`src/rtl/swm_pkg.sv`:
```
package swm_pkg;

    localparam int SMP_W  = 8;
    localparam int FILL_W = 7;
    localparam int LEN_W  = 7;
    // Ages and cell positions are 8 bits; the 7-bit length caps the window at 127.
    localparam int AGE_W  = 8;
    localparam int POS_W  = 8;

    localparam logic [LEN_W-1:0] LEN_RESET = LEN_W'(64);

    // Register byte addresses
    localparam logic [2:0] ADDR_WINDOW_LENGTH = 3'd0;

    typedef struct packed {
        logic                    valid;
        logic signed [SMP_W-1:0] val;
        logic [AGE_W-1:0]        age;
    } swm_entry_t;

    // Broadcast from the controller to every cell.
    typedef struct packed {
        logic                    en;       // update this cycle
        logic                    del;      // drop the oldest entry
        logic [POS_W-1:0]        del_pos;  // sorted position of the oldest entry
        logic                    dec;      // age every survivor by one
        logic signed [SMP_W-1:0] smp;      // new sample
        logic [AGE_W-1:0]        new_age;  // age tag of the new sample
    } swm_ctl_t;

endpackage

```
`src/rtl/swm_cell.sv`:
```
module swm_cell #(
    parameter int IDX = 0
) (
    input  logic              clk,
    input  logic              rst_n,
    input  swm_pkg::swm_ctl_t   ctl,
    input  swm_pkg::swm_entry_t left_q,
    input  swm_pkg::swm_entry_t right_q,
    output swm_pkg::swm_entry_t q
);
    import swm_pkg::*;

    localparam logic [POS_W-1:0] POS_SELF = POS_W'(IDX);
    localparam logic [POS_W-1:0] POS_LEFT = POS_W'((IDX > 0) ? IDX - 1 : 0);

    swm_entry_t ent_reg, ent_next;
    swm_entry_t c_own, c_left, fresh;
    logic       lt_own, lt_left;

    always_comb
    begin
        // Close the gap left by the dropped entry.
        c_own  = (!ctl.del || (POS_SELF < ctl.del_pos)) ? ent_reg : right_q;
        c_left = (!ctl.del || (POS_LEFT < ctl.del_pos)) ? left_q : ent_reg;
        if (ctl.dec)
        begin
            c_own.age  = c_own.age - AGE_W'(1);
            c_left.age = c_left.age - AGE_W'(1);
        end

        fresh.valid = 1'b1;
        fresh.val   = ctl.smp;
        fresh.age   = ctl.new_age;

        lt_own  = c_own.valid && (c_own.val <= ctl.smp);
        lt_left = (IDX > 0) && c_left.valid && (c_left.val <= ctl.smp);

        // Open a slot for the new sample.
        if (lt_own)
            ent_next = c_own;
        else if (IDX == 0 || lt_left)
            ent_next = fresh;
        else
            ent_next = c_left;
    end

    always_ff @(posedge clk or negedge rst_n)
    begin
        if (!rst_n)
        begin
            ent_reg.valid <= (IDX == 0);
            ent_reg.val   <= '0;
            ent_reg.age   <= '0;
        end
        else if (ctl.en)
        begin
            ent_reg <= ent_next;
        end
    end

    assign q = ent_reg;

endmodule

```
`config.mk`:
```
export PLATFORM = sky130hd
export DESIGN_NAME = swm_cell
export DESIGN_NICKNAME = d
export VERILOG_FILES = /design/src/rtl/swm_pkg.sv /design/src/rtl/swm_cell.sv
export SDC_FILE = /design/constraint.sdc
export NUM_CORES = 1
export LEC_CHECK = 0
export BUFFER_PORTS_ARGS = -buffer_cell sky130_fd_sc_hd__buf_2
export CORE_ASPECT_RATIO = 0.6
export CORE_UTILIZATION = 48
export CTS_CLUSTER_SIZE = 14
export DETAILED_ROUTE_END_ITERATION = 10
export PLACE_DENSITY = 0.92
export SETUP_SLACK_MARGIN = 0.4
export SLEW_MARGIN = 40
export SYNTH_ARGS = -nofsm -noshare
export SYNTH_HDL_FRONTEND = slang
export SYNTH_SLANG_ARGS = --single-unit
```
`constraint.sdc`:
```
create_clock -name clk -period 3.8 [get_ports clk]
set_input_delay 0.38 -clock clk [delete_from_list [all_inputs] [get_ports clk]]
set_output_delay 0.38 -clock clk [all_outputs]
set_load 0.02 [all_outputs]
```
==> impl_metrics.ini <==
[clock_tree]
hold_buffers = 0
numCtsBuffers = 3
root_buffer = clkbuf_8
clk-insertion-delay-late_ns = 0.25
ctsResizeCount = 0
htreeDepth = 1
clkSinkCount = 17
cts_buffer_depth = 2
clkTransAtPathRegs_ns = 0.07
cts_tree = done

[timing]
slew_violations = 0
finalSetupViolCount = 0
rsz0062_at_grt = no
setup_ws_ns = 0.732
finalHoldViolations = 0
layout_min_cycle_time_ns = 3.07
slew_headroom_pct = 66.2
period_share_pct = 80.7
max_freq_mhz = 326
fin_skew_ns = 0.00206
hold_ws_ns = 0.0324
fin_setup_tns_ns = 0
max_slew.worst_pin.slew_ns = 0.504

[drt]
drcViolationCount = 0
via_count = 1346
wirelength_met1_um = 1750
avgRoutedWirePerCell_um = 14.0
vias_per_cell = 5.26
first_pass_iters = 4
wl_met3_um = 211
wl_met2_um = 1620
routed_wl_um = 3600
postRouteAntennaNets = 0
dr.max_layer_used = met4
drtIter0Drc = 110

[yosys]
synth_seq_cells = 17
syn_area_um2 = 1440
yosys.area_share.simple_pct = 18.4
synth.area.mux_share_pct = 18.6
yosysMostFrequentCell = dfrtp_1
yosysTopAreaCell = dfrtp_1
ys.flop_type = dfrtp_1
synth_edf_count = 0
synth_area_per_cell_um2 = 9.38
ys_top_cells_by_area = dfrtp_1, mux2i_1, ha_1, mux2_2, nand2_1
synthCells = 153
synth_compound_area_share_pct = 14.1
ys_seq_area_share_pct = 29.7
synthAdderAreaFrac_pct = 7.85
synth_top_family_by_area = multiplexers
ys_top_cells_by_count = dfrtp_1, nand2_1, mux2i_1, inv_1, nand3_1
ys_warn_count = 0
ys_async_sr_fraction_pct = 100
synth_xor_area_share_pct = 4.88
synthDominantCellAreaShare_pct = 27.9
ys_types = 38
syn-num-nets = 225

[placed_design]
preCtsSetupSlack_ns = 0.329
gp_congestion = 0.838
io_buffer_count = 62
hpwl_um = 2760

[worst_setup_path]
endpoint_kind = register
critPathKind = in -> reg
cp-start-kind = input pin
cp_max_fo = 18
cp.arrival_ns = 3.21
required_ns = 3.94

[finish]
fin_util_pct = 69.3
nets = 289
areaGrowthSynthToFinish_pct = 28.5
drive_gt1_share_pct = 39.8
largest_reg_flops = 17
antenna_cells = 0

[floorplanning]
die_w_um = 72.6
start_util_pct = 53.9
ios = 80
die_area_um2 = 3220
rows = 14
die_y_um = 44.4
core_um2 = 2660

[pwr]
p_leak_nw = 0.951
powerDensity_nw_per_um2 = 701
vdd_ir_drop_max_mv = 0.420

[global_routing]
grt_pass1_wl_um = 5830
grtUsageTotal_pct = 24.3
grt_max_degree = 28
grt_pass1_vias = 1264
grt_overflow = 0
antenna_found_initial = 0

[min_path]
worst_hold_path_type = in -> async

[status]
status = finished clean

[run]
cap_violations = 0
[metal layers]
metal	global-route usage (%)	vias to the layer above
met2	40.2	50
met5	0	-
met3	6.15	4
li1	-	686
met4	5.10	0
met1	32.6	606
[worst max-delay path, cell delays in order]
cell and delay (ns):
buf_2 0.12, nor4b_4 0.35, nand3_4 0.31, mux2_2 0.39, ha_1 0.30, a21o_1 0.17
a21oi_1 0.19, o221ai_1 0.21, a21oi_4 0.27, buf_4 0.21, nor2_1 0.06, a221o_1 0.25
[final cells by class]
| type | instances | area [µm²] |
|---|---|---|
| Clock buffer | 3 | 41.3 |
| Clock inverter | 1 | 5.00 |
| Fill cell | 226 | 818 |
| Inverter | 12 | 45.0 |
| Multi-Input combinational cell | 116 | 916 |
| Sequential cell | 17 | 427 |
| Tap cell | 40 | 50.0 |
| Timing Repair Buffer | 67 | 360 |
[what timing repair did]
action | CTS | global route
endpoints found under the setup margin | 0 | 1
setup buffers | 0 | 2
endpoints found under the hold margin | 0 | 0
[placed cells by master (no fill, tap or decap), drive strengths merged, types with 7 or more instances in the layout]
cell    synthesis  routed
mux2            8       8
buf             6      67
inv            11      11
a21oi           8       8
mux2i          16      16
nand3          12      12
ha              9       9
o311ai          7       7
dfrtp          16      16
nand2          15      15
nor2            7       7
[logic make-up (layout without fill, tap and decap cells)]
logic type	count (synthesis)	after routing
xor+xnor	8	8
mux	24	24
compound gates	27	27
buf+inv	20	83
fa+ha+maj	9	9
flops	17	17
simple gates	48	48
[power by group]
part	internal [mW]	switching [mW]
clock network	0.0729	0.0646
registers	0.263	0.0733
logic	0.379	0.441
total	0.715	0.578
[through the flow]
step,power (mW),instances,cell area (µm²)
floorplan,0.884,153,1440
global placement,1.06,250,1770
detailed placement,1.09,250,1770
CTS,1.23,254,1820
global route,1.39,256,1840
finish,1.29,256,1840
[final timing paths]
check	startpoint	end	slack, ns	cells after the start
min	rst_n	q[5]$_DFFE_PN0P_	0.03	1
min in group clk	ctl[5]	q[5]$_DFFE_PN0P_	0.42	3
max in group asynchronous	rst_n	q[16]$_DFFE_PN1P_	3.45	1
max reg2reg	q[11]$_DFFE_PN0P_	q[8]$_DFFE_PN0P_	1.35	9
min reg2reg	q[9]$_DFFE_PN0P_	q[9]$_DFFE_PN0P_	0.53	2
max	ctl[19]	q[8]$_DFFE_PN0P_	0.73	12
Power figures use the tool's default switching activity.
